<file path="src/rtl/rgb_to_hsi_pixel_defines.svh">
// ----------------------------------------------------------------------------
// RGB to HSI pixel converter: assertion macros
// Assertion helpers shared by the files of the converter. In synthesis they
// expand to nothing.
// ----------------------------------------------------------------------------
`ifndef RGB_TO_HSI_PIXEL_DEFINES_SVH
`define RGB_TO_HSI_PIXEL_DEFINES_SVH

`ifndef SYNTHESIS
// Consequent must hold in the same cycle as the antecedent.
`define HSI_ASSERT_IMP(label, ante, cons) \
	label: assert property (@(posedge clk) disable iff (!arst_n) (ante) |-> (cons)) \
		else $error("rgb_to_hsi_pixel: same-cycle check failed");
// Consequent must hold in the cycle after the antecedent.
`define HSI_ASSERT_NXT(label, ante, cons) \
	label: assert property (@(posedge clk) disable iff (!arst_n) (ante) |=> (cons)) \
		else $error("rgb_to_hsi_pixel: next-cycle check failed");
`else
`define HSI_ASSERT_IMP(label, ante, cons)
`define HSI_ASSERT_NXT(label, ante, cons)
`endif

`endif

</file>
<file path="src/rtl/hsi_pkg.sv">
// ----------------------------------------------------------------------------
// RGB to HSI pixel converter: package
// Widths, stage counts, the control struct and the two constant tables
// (squared cosine thresholds and saturation tie results), built at elaboration.
// ----------------------------------------------------------------------------
package hsi_pkg;

	// Datapath widths.
	localparam int USQ_W   = 18;  // (2R-G-B)^2
	localparam int D4_W    = 18;  // 4*((R-G)^2+(R-B)(G-B))
	localparam int COS_W   = 44;  // cos^2 threshold, unsigned Q44
	localparam int PROD_W  = D4_W + COS_W;
	localparam int IDX_W   = 6;   // threshold index
	localparam int NUM_W   = 19;  // 510*(sum-3*min)
	localparam int SUM_W   = 10;
	localparam int SAT_Q_W = 9;   // quotient of 510*t/sum

	// Pipeline shape.
	localparam int HUE_STEPS      = IDX_W;
	localparam int HUE_STAGES     = 2 * HUE_STEPS;
	localparam int SAT_DIV_STAGES = 3;
	localparam int SAT_BITS_STG   = SAT_Q_W / SAT_DIV_STAGES;
	localparam int SAT_STAGES     = SAT_DIV_STAGES + 1;
	localparam int PIPE_STAGES    = HUE_STAGES + 2;
	// Extra stages that line saturation up with the hue search.
	localparam int SAT_DLY        = HUE_STAGES - SAT_STAGES;

	localparam logic [63:0] Q60_ONE  = 64'd1 << 60;
	localparam logic [63:0] PI_Q60   = 64'h3243F6A8885A308D;
	// pi/254 in Q60, split into the whole step and the leftover numerator.
	localparam logic [63:0] COS_STEP = PI_Q60 / 64'd254;
	localparam logic [63:0] COS_FRAC = PI_Q60 % 64'd254;

	// Control that travels with an item through the hue search.
	typedef struct packed {
		logic gray;   // R = G = B
		logic ge;     // green >= blue
		logic uneg;   // 2R-G-B < 0
		logic uzero;  // 2R-G-B = 0
	} hue_ctrl_t;

	typedef logic [63:0][COS_W-1:0] cos_tab_t;
	typedef logic [255:0][7:0] sat_tab_t;

	// Q60 product, keeping bits 123 down to 60.
	function automatic logic [63:0] mul_q60(logic [63:0] a, logic [63:0] b);
		logic [127:0] p;
		p = {64'd0, a} * {64'd0, b};
		return p[123:60];
	endfunction

	// Unsigned quotient by long division, used only while the tables are built.
	function automatic logic [63:0] udiv64(logic [63:0] n, logic [63:0] dv);
		logic [64:0] rem;
		logic [63:0] quo;
		rem = '0;
		quo = '0;
		for (int i = 63; i >= 0; i--) begin
			rem = {rem[63:0], n[i]};
			if (rem >= {1'b0, dv}) begin
				rem = rem - {1'b0, dv};
				quo[i] = 1'b1;
			end
		end
		return quo;
	endfunction

	// cos^2 at the angles (2j-1)*pi/254 by a Taylor series in Q60.
	function automatic cos_tab_t build_cos_tab();
		cos_tab_t tab;
		logic [63:0] m, ang, a2, t, d, c;
		tab = '0;
		for (int j = 1; j < 64; j++) begin
			m = 64'(2 * j - 1);
			ang = COS_STEP * m + udiv64(COS_FRAC * m, 64'd254);
			a2 = mul_q60(ang, ang);
			t = Q60_ONE;
			for (int n = 13; n >= 1; n--) begin
				d = 64'((2 * n - 1) * (2 * n));
				t = Q60_ONE - udiv64(mul_q60(a2, t), d);
			end
			c = (mul_q60(t, t) + (64'd1 << 15)) >> 16;
			tab[j] = c[COS_W-1:0];
		end
		return tab;
	endfunction

	// Round to a 53-bit significand, ties to even.
	function automatic logic [63:0] round53(logic [63:0] m);
		int len;
		int sh;
		logic [63:0] low, half, top, mask;
		len = 0;
		for (int i = 0; i < 64; i++) begin
			if (m[i]) len = i + 1;
		end
		if (len <= 53) return m;
		sh = len - 53;
		mask = (64'd1 << sh) - 64'd1;
		low = m & mask;
		half = 64'd1 << (sh - 1);
		top = m >> sh;
		if (low > half || (low == half && top[0])) top = top + 64'd1;
		return top << sh;
	endfunction

	// Saturation as the double-precision steps give it.
	function automatic logic [7:0] sat_double(logic [63:0] n3min, logic [63:0] sum);
		logic [63:0] rem, quo, q, s, p;
		int k;
		if (n3min == 64'd0) return 8'd255;
		rem = n3min;
		quo = 64'd0;
		for (int i = 0; i < 63; i++) begin
			rem = rem << 1;
			quo = quo << 1;
			if (rem >= sum) begin
				rem = rem - sum;
				quo = quo | 64'd1;
			end
		end
		if (rem != 64'd0) quo = quo | 64'd1;
		q = round53(quo);
		s = round53((64'd1 << 63) - q);
		k = 63;
		for (int i = 0; i < 64; i++) begin
			if (s != 64'd0 && !s[0] && k > 0) begin
				s = s >> 1;
				k = k - 1;
			end
		end
		p = round53(s * 64'd255);
		if (k == 0) return p[7:0];
		p = (p + (64'd1 << (k - 1))) >> k;
		return p[7:0];
	endfunction

	// Results for exact ties, indexed by the odd quotient Q shifted right by one.
	function automatic sat_tab_t build_sat_tab();
		sat_tab_t tab;
		tab = '0;
		for (int i = 0; i < 255; i++) begin
			tab[i] = sat_double(64'(510 - (2 * i + 1)), 64'd510);
		end
		return tab;
	endfunction

	localparam cos_tab_t COS_SQ  = build_cos_tab();
	localparam sat_tab_t SAT_TIE = build_sat_tab();

endpackage

</file>
<file path="src/rtl/hsi_sat_div.sv">
// ----------------------------------------------------------------------------
// RGB to HSI pixel converter: saturation divider
// Restoring division of 510*(sum-3*min) by the sum, three quotient bits per
// stage, then a rounding stage that matches double-precision ties.
// ----------------------------------------------------------------------------
module hsi_sat_div
	import hsi_pkg::*;
(
	input  logic             clk,
	input  logic             en,
	input  logic [NUM_W-1:0] num,
	input  logic [SUM_W-1:0] sum,
	output logic [7:0]       sat
);

	logic [NUM_W-1:0]   rem_s [SAT_DIV_STAGES];
	logic [SAT_Q_W-1:0] quo_s [SAT_DIV_STAGES];
	logic [SUM_W-1:0]   sum_s [SAT_DIV_STAGES];
	logic [7:0]         sat_s4;

	for (genvar s = 0; s < SAT_DIV_STAGES; s++) begin : g_div
		logic [NUM_W-1:0]   rem_prev;
		logic [SAT_Q_W-1:0] quo_prev;
		logic [SUM_W-1:0]   sum_prev;
		logic [NUM_W-1:0]   r;
		logic [NUM_W-1:0]   dvs;
		logic [SAT_Q_W-1:0] qv;

		if (s == 0) begin : g_first
			assign rem_prev = num;
			assign quo_prev = '0;
			assign sum_prev = sum;
		end else begin : g_next
			assign rem_prev = rem_s[s-1];
			assign quo_prev = quo_s[s-1];
			assign sum_prev = sum_s[s-1];
		end

		// A few subtract-and-compare steps, from the top quotient bit down.
		always_comb begin
			r = rem_prev;
			qv = quo_prev;
			dvs = '0;
			for (int i = 0; i < SAT_BITS_STG; i++) begin
				dvs = NUM_W'(sum_prev) << (SAT_Q_W - 1 - SAT_BITS_STG * s - i);
				if (r >= dvs) begin
					r = r - dvs;
					qv = {qv[SAT_Q_W-2:0], 1'b1};
				end else begin
					qv = {qv[SAT_Q_W-2:0], 1'b0};
				end
			end
		end

		always_ff @(posedge clk) begin
			if (en) begin
				rem_s[s] <= r;
				quo_s[s] <= qv;
				sum_s[s] <= sum_prev;
			end
		end
	end

	// Round Q/2: an even Q is exact, an odd Q with a remainder rounds up, and
	// an exact half takes the tie table.
	logic [SAT_Q_W-1:0] q_fin;
	logic [SAT_Q_W:0]   q_up;
	logic [7:0]         sat_d;

	assign q_fin = quo_s[SAT_DIV_STAGES-1];
	assign q_up  = ({1'b0, q_fin} + (SAT_Q_W + 1)'(1)) >> 1;

	always_comb begin
		if (!q_fin[0]) begin
			sat_d = q_fin[SAT_Q_W-1:1];
		end else if (rem_s[SAT_DIV_STAGES-1] != '0) begin
			sat_d = q_up[7:0];
		end else begin
			sat_d = SAT_TIE[q_fin[SAT_Q_W-1:1]];
		end
	end

	always_ff @(posedge clk) begin
		if (en) begin
			sat_s4 <= sat_d;
		end
	end

	assign sat = sat_s4;

endmodule

</file>
<file path="config.mk">
export PLATFORM = sky130hd
export DESIGN_NAME = hsi_sat_div
export DESIGN_NICKNAME = d
export VERILOG_FILES = /design/src/rtl/rgb_to_hsi_pixel_defines.svh /design/src/rtl/hsi_pkg.sv /design/src/rtl/hsi_sat_div.sv
export SDC_FILE = /design/constraint.sdc
export NUM_CORES = 1
export LEC_CHECK = 0
export BUFFER_PORTS_ARGS = -buffer_cell sky130_fd_sc_hd__buf_2
export CORE_ASPECT_RATIO = 1.75
export CORE_UTILIZATION = 58
export CTS_CLUSTER_DIAMETER = 30
export DETAILED_ROUTE_END_ITERATION = 16
export HOLD_SLACK_MARGIN = 0.02
export PLACE_DENSITY = 0.85
export SYNTH_ARGS = -nofsm -noshare
export SYNTH_HDL_FRONTEND = slang
export SYNTH_SLANG_ARGS = --single-unit
</file>
<file path="constraint.sdc">
create_clock -name clk -period 7.9 [get_ports clk]
set_input_delay 0.395 -clock clk [delete_from_list [all_inputs] [get_ports clk]]
set_output_delay 0.395 -clock clk [all_outputs]
set_load 0.01 [all_outputs]
</file>
==> results of run 1 <==
==> metrics by stage <==
stage / TNS, ns / instances
final: 0 / 1422
after global routing: 0 / 1422
after CTS: 0 / 1420
after detailed placement: -0.00271 / 1402
after global placement: 0 / 1402
after floorplan: 0 / 1130
==> cell families (layout without fill, tap and decap cells) <==
family,after synthesis,in the layout
AND/OR/NAND/NOR,354,354
AO/OA/AOI/OAI,334,334
buffers and inverters,106,167
flip-flops,103,103
XOR/XNOR,72,72
adder cells (fa/ha/maj),104,104
multiplexers,57,57
==> state kept, by name (all words and copies together) (netlist names) <==
register,count
rem_s,57
sum_s,20
quo_s,18
sat,8
==> cells in the final DEF (no fill, tap or decap), drive strengths merged, types with 7 or more instances in the layout <==
cell / netlist / final
nor4: 13 / 13
mux2: 40 / 40
or2: 9 / 9
or3: 8 / 8
o211ai: 14 / 14
mux2i: 17 / 17
buf: 9 / 71
xor2: 22 / 22
a21o: 38 / 38
fa: 9 / 9
inv: 80 / 85
o31ai: 8 / 8
nand2: 104 / 104
a21boi: 9 / 9
a21oi: 75 / 75
nor2b: 19 / 19
nand4: 17 / 17
nor3: 30 / 30
and3: 7 / 7
xnor2: 50 / 50
nand2b: 17 / 17
and2: 7 / 7
ha: 95 / 95
edfxtp: 103 / 103
o21ai: 85 / 85
a211oi: 20 / 20
nand3: 20 / 20
nor2: 83 / 83
o21a: 18 / 18
clkbuf: 17 / 9
==> worst register-to-register path, delay by kind of cell, from the launching register on <==
family	cells	cell delay [ns]
multiplexers	1	0.33
AND/OR/NAND/NOR	12	2.47
AO/OA/AOI/OAI	12	2.68
adder cells (fa/ha/maj)	3	1.05
flip-flops	1	0.41
buffers and inverters	3	0.45
==> metal layers <==
metal	part of all wire	vias to the layer above	GRT usage
met3	0.035	165	0.0490
met2	0.55	331	0.583
met4	0.095	0	0.277
li1	-	4330	-
met5	0	-	0
met1	0.32	4287	0.263
==> cells in the mapped netlist, drive strengths merged (5+ instances only) <==
cell,n
a31oi,6
o31a,5
nor4b,6
a21boi,9
o211ai,14
nor2,83
a22oi,6
a21o,38
and3,7
nand3,20
mux2i,17
or2,9
o21a,18
o41ai,6
nand4,17
or3,8
ha,95
nand2b,17
edfxtp,103
buf,9
clkbuf,17
nand2,104
nor4,13
o21ai,85
nor3,30
xnor2,50
o31ai,8
nor2b,19
inv,80
and2,7
fa,9
a211oi,20
xor2,22
mux2,40
a21oi,75
==> cell type report <==
type	count	area [um^2]
Timing Repair Buffer	71	478
Sequential cell	103	3090
Clock buffer	9	225
Multi-Input combinational cell	921	6770
Fill cell	1401	6200
Inverter	80	304
Tap cell	231	289
Clock inverter	7	96.3
==> timing repair <==
item,CTS,global route
setup buffers,2,2
setup endpoints to repair,13,33
pin swaps,1,2
resized for setup,0,6
==> worst min path at each step <==
stage          slack (ns)                    from                endpoint  depth (start not counted)
4_1_cts              0.22                  num[1]   rem_s[0][1]$_DFFE_PP_                          1
3_5_place_dp         0.40  quo_s[0][13]$_DFFE_PP_  quo_s[0][25]$_DFFE_PP_                          0
3_3_place_gp         0.40   quo_s[0][9]$_DFFE_PP_  quo_s[0][21]$_DFFE_PP_                          0
5_1_grt              0.22                  num[5]   rem_s[0][5]$_DFFE_PP_                          1
2_1_floorplan        0.40   quo_s[0][0]$_DFFE_PP_  quo_s[0][12]$_DFFE_PP_                          0
6_report             0.22                  num[1]   rem_s[0][1]$_DFFE_PP_                          1
==> flow_summary_export.csv, run 1 <==
group,metric,value,unit
placed_design,dp_hpwl,21200,um
sta,min_period,7.63,ns
global_routing,grt_pass1_vias,9514,
sta,whs,0.216,ns
sta,post-route-period-util,0.966,
synth,synthCells,1130,
clock_network,cts_max_level,3,
run_status,status,"finished clean",
synth,synth.area.top_cells,"edfxtp_1, ha_1, xnor2_1",
setup_path,cp.arrival,7.75,ns
setup_path,end_kind,"register",
clock_network,cts_buffers,9,
global_routing,grt_pass1_wl,43500,um
setup_path,critPathLaunch,"rem_s[0][29]$_DFFE_PP_",
setup_path,cp_slowest_cell,"or3_4",
drt,vias_per_cell,6.41,
synth,ys_seq_area_frac,0.300,
drt,via_count,9113,
setup_path,slowest_delay,0.44,ns
floorplan,num_rows,64,
clock_network,cts_tree,"yes",
sta,slew_headroom,0.332,
global_routing,grt-ovfl-total,0,
drt,wl,26400,um
synth,synth_seq_cells,103,
clock_network,insertion_delay,0.37,ns
synth,synth-xor-area-share,0.0613,
job,drv_cap,0,
placed_design,place.gp.congestion,0.974,
setup_path,cp_top_family,"compound AO/OA/AOI/OAI gates",
global_routing,antenna_found_initial,0,
sta,clock.fmax,131,MHz
setup_path,critPathBufInv,3,
setup_path,r2r-start,"rem_s[0][29]$_DFFE_PP_",
synth,yosys.area.top_type,"edfxtp_1",
synth,synthFlopType,"edfxtp_1",
synth,synth_fp_nets,1265,
synth,synthAdderAreaFrac,0.133,
sta,slew_viol_final,0,
clock_network,clkTransAtPathRegs,0.08,ns
global_routing,grt_max_degree,80,
sta,setup_viol,0,
sta,clock-skew-final,0.0115,ns
synth,synth_area_per_cell,9.11,um^2
setup_path,crit_path_end,"rem_s[0][41]$_DFFE_PP_",
clock_network,cts_sinks,103,
final_layout,post-route-cell-area,11300,um^2
floorplan,dieArea,18300,um^2
sta,worst_slack,0.271,ns
final_layout,syn2layout_area_growth,9.31,%
sta,rsz0062_at_grt,"false",
clock_network,holdBufCountCts,0,
setup_path,cp.depth,31,
synth,yosysWarnings,0,
floorplan,start_util,0.590,
final_layout,drive_gt1_frac,0.139,
synth,synth_compound_area_frac,0.219,
floorplan,fp.dieH,178,um
synth,synth_edf_count,103,
final_layout,final_core_util,0.645,
floorplan,core,17500,um^2
synth,synth_top_family_by_area,"compound AO/OA/AOI/OAI gates",
synth,yosysUniqueCellTypes,92,
synth,netlist_area,10300,um^2
setup_path,critPathKind,"reg -> reg",
synth,synth_top_area_share,0.300,
placed_design,dp_slack,-0.00271,ns
clock_network,clockRootBuffer,"clkbuf_16",
floorplan,die_x,103,um
setup_path,critPathRequiredTime,8.02,ns
setup_path,cp_common_cell,"o21ai_0",
synth,async_reset_ff_frac,0,
final_layout,fin_nets,1321,
drt,firstDrtPassIters,5,
global_routing,grtUsageTotal,0.307,
floorplan,io_pins,39,
hold_path,min_path_type,"in -> reg",
placed_design,io_buffers,38,
synth,synth-simple-area-share,0.178,
drt,wl_per_cell,18.5,um
setup_path,reg2reg_to,"rem_s[0][41]$_DFFE_PP_",
clock_network,clk_path_buf_depth,2,
drt,drc_errors,0,
drt,antenna_left,0,
sta,hold_viol,0,
drt,drtIter0Drc,471,
sta,tightest_slew,1.00,ns
synth,muxShareOfSynthArea,0.0637,
final_layout,diodes,0,
setup_path,critPathMaxFanout,11,
setup_path,start_kind,"register",
setup_path,rrSetupSlack,0.27,ns
setup_path,reg2reg_depth,31,
placed_design,placed_cell_area,10900,um^2
Power of run 1 is not shown: default switching activity piles up to over one toggle a cycle in this logic, so the estimate is an artifact.
==> run 2: changes to the inputs <==
BUFFER_PORTS_ARGS = -buffer_cell sky130_fd_sc_hd__clkbuf_2   (was -buffer_cell sky130_fd_sc_hd__buf_2)
==> flow_summary_export.csv, run 2 (synthesis gave the netlist of run 1 again) <==
group,metric,value,unit
clock_network,cts_buffers,9,
hold_path,min_from,"sum[2]",
global_routing,grtUsageTotal,0.297,
sta,clock-skew-final,0.0128,ns
sta,slew_viol_final,0,
setup_path,slowest_delay,0.44,ns
sta,post-route-period-util,0.944,
drt,drc_errors,0,
sta,slew_headroom,0.333,
clock_network,cts_sinks,103,
setup_path,cp_slowest_cell,"nor4b_4",
setup_path,cp_top_family,"compound AO/OA/AOI/OAI gates",
clock_network,clockRootBuffer,"clkbuf_16",
setup_path,cp_common_cell,"a21oi_1",
drt,wl,26100,um
setup_path,critPathKind,"reg -> reg",
placed_design,io_buffers,38,
drt,wl_per_cell,18.3,um
drt,drtIter0Drc,415,
setup_path,critPathLaunch,"sum_s[0][0]$_DFFE_PP_",
final_layout,fin_nets,1329,
drt,via_count,8982,
drt,vias_per_cell,6.28,
setup_path,cp.arrival,7.57,ns
run_status,status,"finished clean",
setup_path,critPathBufInv,4,
drt,antenna_left,0,
global_routing,grt_pass1_wl,42100,um
clock_network,clkTransAtPathRegs,0.09,ns
final_layout,drive_gt1_frac,0.147,
floorplan,die_x,103,um
final_layout,diodes,0,
global_routing,grt_max_degree,80,
job,drv_cap,0,
clock_network,insertion_delay,0.36,ns
final_layout,syn2layout_area_growth,10.0,%
placed_design,place.gp.congestion,1.02,
setup_path,start_kind,"register",
final_layout,top_register,"rem_s",
setup_path,critPathMaxFanout,20,
placed_design,dp_hpwl,20800,um
floorplan,io_pins,39,
floorplan,num_rows,64,
clock_network,cts_max_level,3,
final_layout,largest_register_ff_count,57,
clock_network,clk_path_buf_depth,2,
placed_design,placed_cell_area,10900,um^2
sta,setup_viol,0,
sta,tightest_slew,1.00,ns
setup_path,critPathRequiredTime,8.01,ns
global_routing,grt_pass1_vias,9305,
floorplan,core,17500,um^2
clock_network,cts_tree,"yes",
sta,clock.fmax,134,MHz
floorplan,start_util,0.590,
setup_path,r2r-start,"sum_s[0][0]$_DFFE_PP_",
final_layout,top_regs,"rem_s (57), sum_s (20), quo_s (18)",
global_routing,antenna_found_initial,0,
setup_path,end_kind,"register",
global_routing,grt-ovfl-total,0,
floorplan,fp.dieH,178,um
floorplan,dieArea,18300,um^2
final_layout,post-route-cell-area,11300,um^2
sta,min_period,7.46,ns
drt,firstDrtPassIters,5,
final_layout,layout_commonest_cell,"nand2_1",
final_layout,final_cell_mix,"nand2_1, edfxtp_1, ha_1",
hold_path,min_path_type,"in -> reg",
sta,hold_viol,0,
## run 2: cell types whose count changed in the layout (fill, tap and decap cells not counted), moves of 2 or more
cell,delta
inv_12,-2
buf_4,+8
o21ai_0,-5
buf_2,-37
clkinv_8,+3
clkbuf_2,+37
o21ai_1,+5
## run 2: repair_timing
item | 4_1_cts | 5_1_grt
pin swaps | 1 | 3
hold buffers | 0 | 0
cloned | 0 | 0
gates resized for setup | 1 | 12
endpoints found under the setup margin | 16 | 45
setup buffers | 3 | 3
## run 2: final cells by class
class / instances / area [um^2]
Inverter: 80 / 304
Clock inverter: 7 / 101
Timing Repair Buffer: 79 / 538
Clock buffer: 9 / 225
Multi-Input combinational cell: 921 / 6780
Fill cell: 1413 / 6130
Tap cell: 231 / 289
Sequential cell: 103 / 3090
## run 2: routing by layer
layer	vias to the layer above	part of all wire	GRT usage
met5	-	0	0
met1	4199	0.32	0.245
li1	4341	-	-
met3	142	0.033	0.0494
met2	300	0.55	0.584
met4	0	0.089	0.247
## run 2: stage by stage
step | std cells | util | worst slack (ns) | hold slack, ns | TNS, ns
finish | 1430 | 0.649 | 0.444 | 0.221 | 0
global route | 1430 | 0.649 | -0.0136 | 0.220 | -0.0248
CTS | 1427 | 0.645 | 0.0110 | 0.216 | 0
detailed placement | 1408 | 0.624 | -0.165 | 0.405 | -2.00
global placement | 1408 | 0.624 | -0.00403 | 0.404 | -0.00488
floorplan | 1130 | - | 0.162 | 0.400 | 0
## run 2: final timing paths
path / slack, ns / endpoint / depth (start not counted)
hold / removal: 0.22 / sum_s[0][2]$_DFFE_PP_ / 1
hold reg to reg: 0.41 / quo_s[0][24]$_DFFE_PP_ / 0
setup / recovery: 0.44 / rem_s[0][29]$_DFFE_PP_ / 31
setup reg to reg: 0.44 / rem_s[0][29]$_DFFE_PP_ / 31
Power of run 2 is left out for the same reason.
==> run 3: changes to the inputs <==
CORE_ASPECT_RATIO = unset   (was 1.75)
==> flow_summary_export.csv, run 3 (synthesis gave the netlist of run 1 again) <==
group,metric,value,unit
clock_network,insertion_delay,0.37,ns
setup_path,critPathRequiredTime,8.02,ns
floorplan,dieArea,18300,um^2
setup_path,cp_common_cell,"ha_1",
clock_network,clockRootBuffer,"clkbuf_16",
drt,drtIter0Drc,572,
setup_path,cp_slowest_cell,"or3_4",
floorplan,io_pins,39,
floorplan,fp.dieH,135,um
setup_path,end_kind,"register",
final_layout,finalNonFillerCells,1409,
final_layout,final_cell_mix,"nand2_1, edfxtp_1, ha_1",
final_layout,post-route-cell-area,11200,um^2
floorplan,die_x,135,um
clock_network,clk_path_buf_depth,2,
global_routing,grtUsageTotal,0.266,
placed_design,place_inst,1386,
sta,setup_viol,0,
drt,antenna_left,0,
sta,final.setup.tns,0,ns
final_layout,top_register,"rem_s",
sta,tightest_slew,1.02,ns
clock_network,holdBufCountCts,0,
job,drv_cap,0,
placed_design,dp_hpwl,18400,um
global_routing,antenna_found_initial,0,
clock_network,cts_tree,"yes",
clock_network,cts_max_level,3,
placed_design,placed_cell_area,10800,um^2
final_layout,largest_register_ff_count,57,
setup_path,rrSetupSlack,0.42,ns
hold_path,min_path_type,"in -> reg",
drt,via_count,8747,
sta,min_period,7.48,ns
sta,slew_viol_final,0,
clock_network,cts_sinks,103,
global_routing,grt-ovfl-total,0,
drt,wl,23500,um
sta,whs,0.224,ns
run_status,status,"finished clean",
drt,drc_errors,0,
sta,post-route-period-util,0.947,
setup_path,slowest_delay,0.41,ns
drt,vias_per_cell,6.21,
floorplan,core,17300,um^2
sta,hold_viol,0,
setup_path,critPathKind,"reg -> reg",
final_layout,diodes,0,
clock_network,clkTransAtPathRegs,0.08,ns
final_layout,layout_commonest_cell,"nand2_1",
placed_design,io_buffers,38,
floorplan,start_util,0.595,
drt,wl_per_cell,16.7,um
drt,firstDrtPassIters,5,
sta,slew_headroom,0.322,
setup_path,cp.arrival,7.60,ns
floorplan,num_rows,48,
final_layout,top_regs,"rem_s (57), sum_s (20), quo_s (18)",
global_routing,grt_pass1_wl,39000,um
final_layout,fin_nets,1314,
sta,clock.fmax,134,MHz
setup_path,start_kind,"register",
final_layout,syn2layout_area_growth,8.67,%
clock_network,cts_buffers,9,
global_routing,grt_pass1_vias,8381,
setup_path,critPathMaxFanout,18,
placed_design,place.gp.congestion,0.915,
global_routing,grt_max_degree,84,
sta,clock-skew-final,0.0146,ns
final_layout,drive_gt1_frac,0.136,
[run 3: worst paths after layout]
check	start	to	depth (start not counted)
setup reg to reg	sum_s[0][17]$_DFFE_PP_	rem_s[0][40]$_DFFE_PP_	32
setup / recovery	sum_s[0][17]$_DFFE_PP_	rem_s[0][40]$_DFFE_PP_	32
hold reg to reg	quo_s[0][2]$_DFFE_PP_	quo_s[0][14]$_DFFE_PP_	0
hold / removal	num[1]	rem_s[0][1]$_DFFE_PP_	1
[run 3: area by class of cell]
| type | count | area (um^2) |
|---|---|---|
| Fill cell | 1354 | 6110 |
| Multi-Input combinational cell | 921 | 6780 |
| Clock buffer | 9 | 225 |
| Clock inverter | 7 | 88.8 |
| Sequential cell | 103 | 3090 |
| Tap cell | 225 | 282 |
| Inverter | 80 | 304 |
| Timing Repair Buffer | 64 | 417 |
[run 3: stage by stage]
stage	setup slack (ns)	utilization
floorplan	0.162	-
global placement	0.336	0.622
detailed placement	0.0372	0.622
CTS	0.00368	0.640
global route	-0.0200	0.647
finish	0.418	0.647
[run 3: per-layer routing]
| metal | up-vias | global-route usage | wire length (um) |
|---|---|---|---|
| met5 | - | 0 | 0 |
| met4 | 0 | 0.110 | 760 |
| met3 | 62 | 0.0333 | 1010 |
| met2 | 278 | 0.478 | 11900 |
| met1 | 4095 | 0.318 | 9910 |
| li1 | 4312 | - | - |
[run 3: worst max-delay path: cells and delay by family, from the launching register on]
family | cells | cell delay [ns]
simple gates | 11 | 2.52
compound gates | 12 | 2.12
flops | 1 | 0.37
mux | 1 | 0.33
fa+ha+maj | 3 | 1.04
buf+inv | 5 | 0.83
[run 3: repair_timing]
item	4_1_cts	5_1_grt
gates resized for setup	0	11
pin swaps	1	3
setup buffers	0	7
endpoints found under the setup margin	2	36
cloned	0	0
Power of run 3 is left out for the same reason.
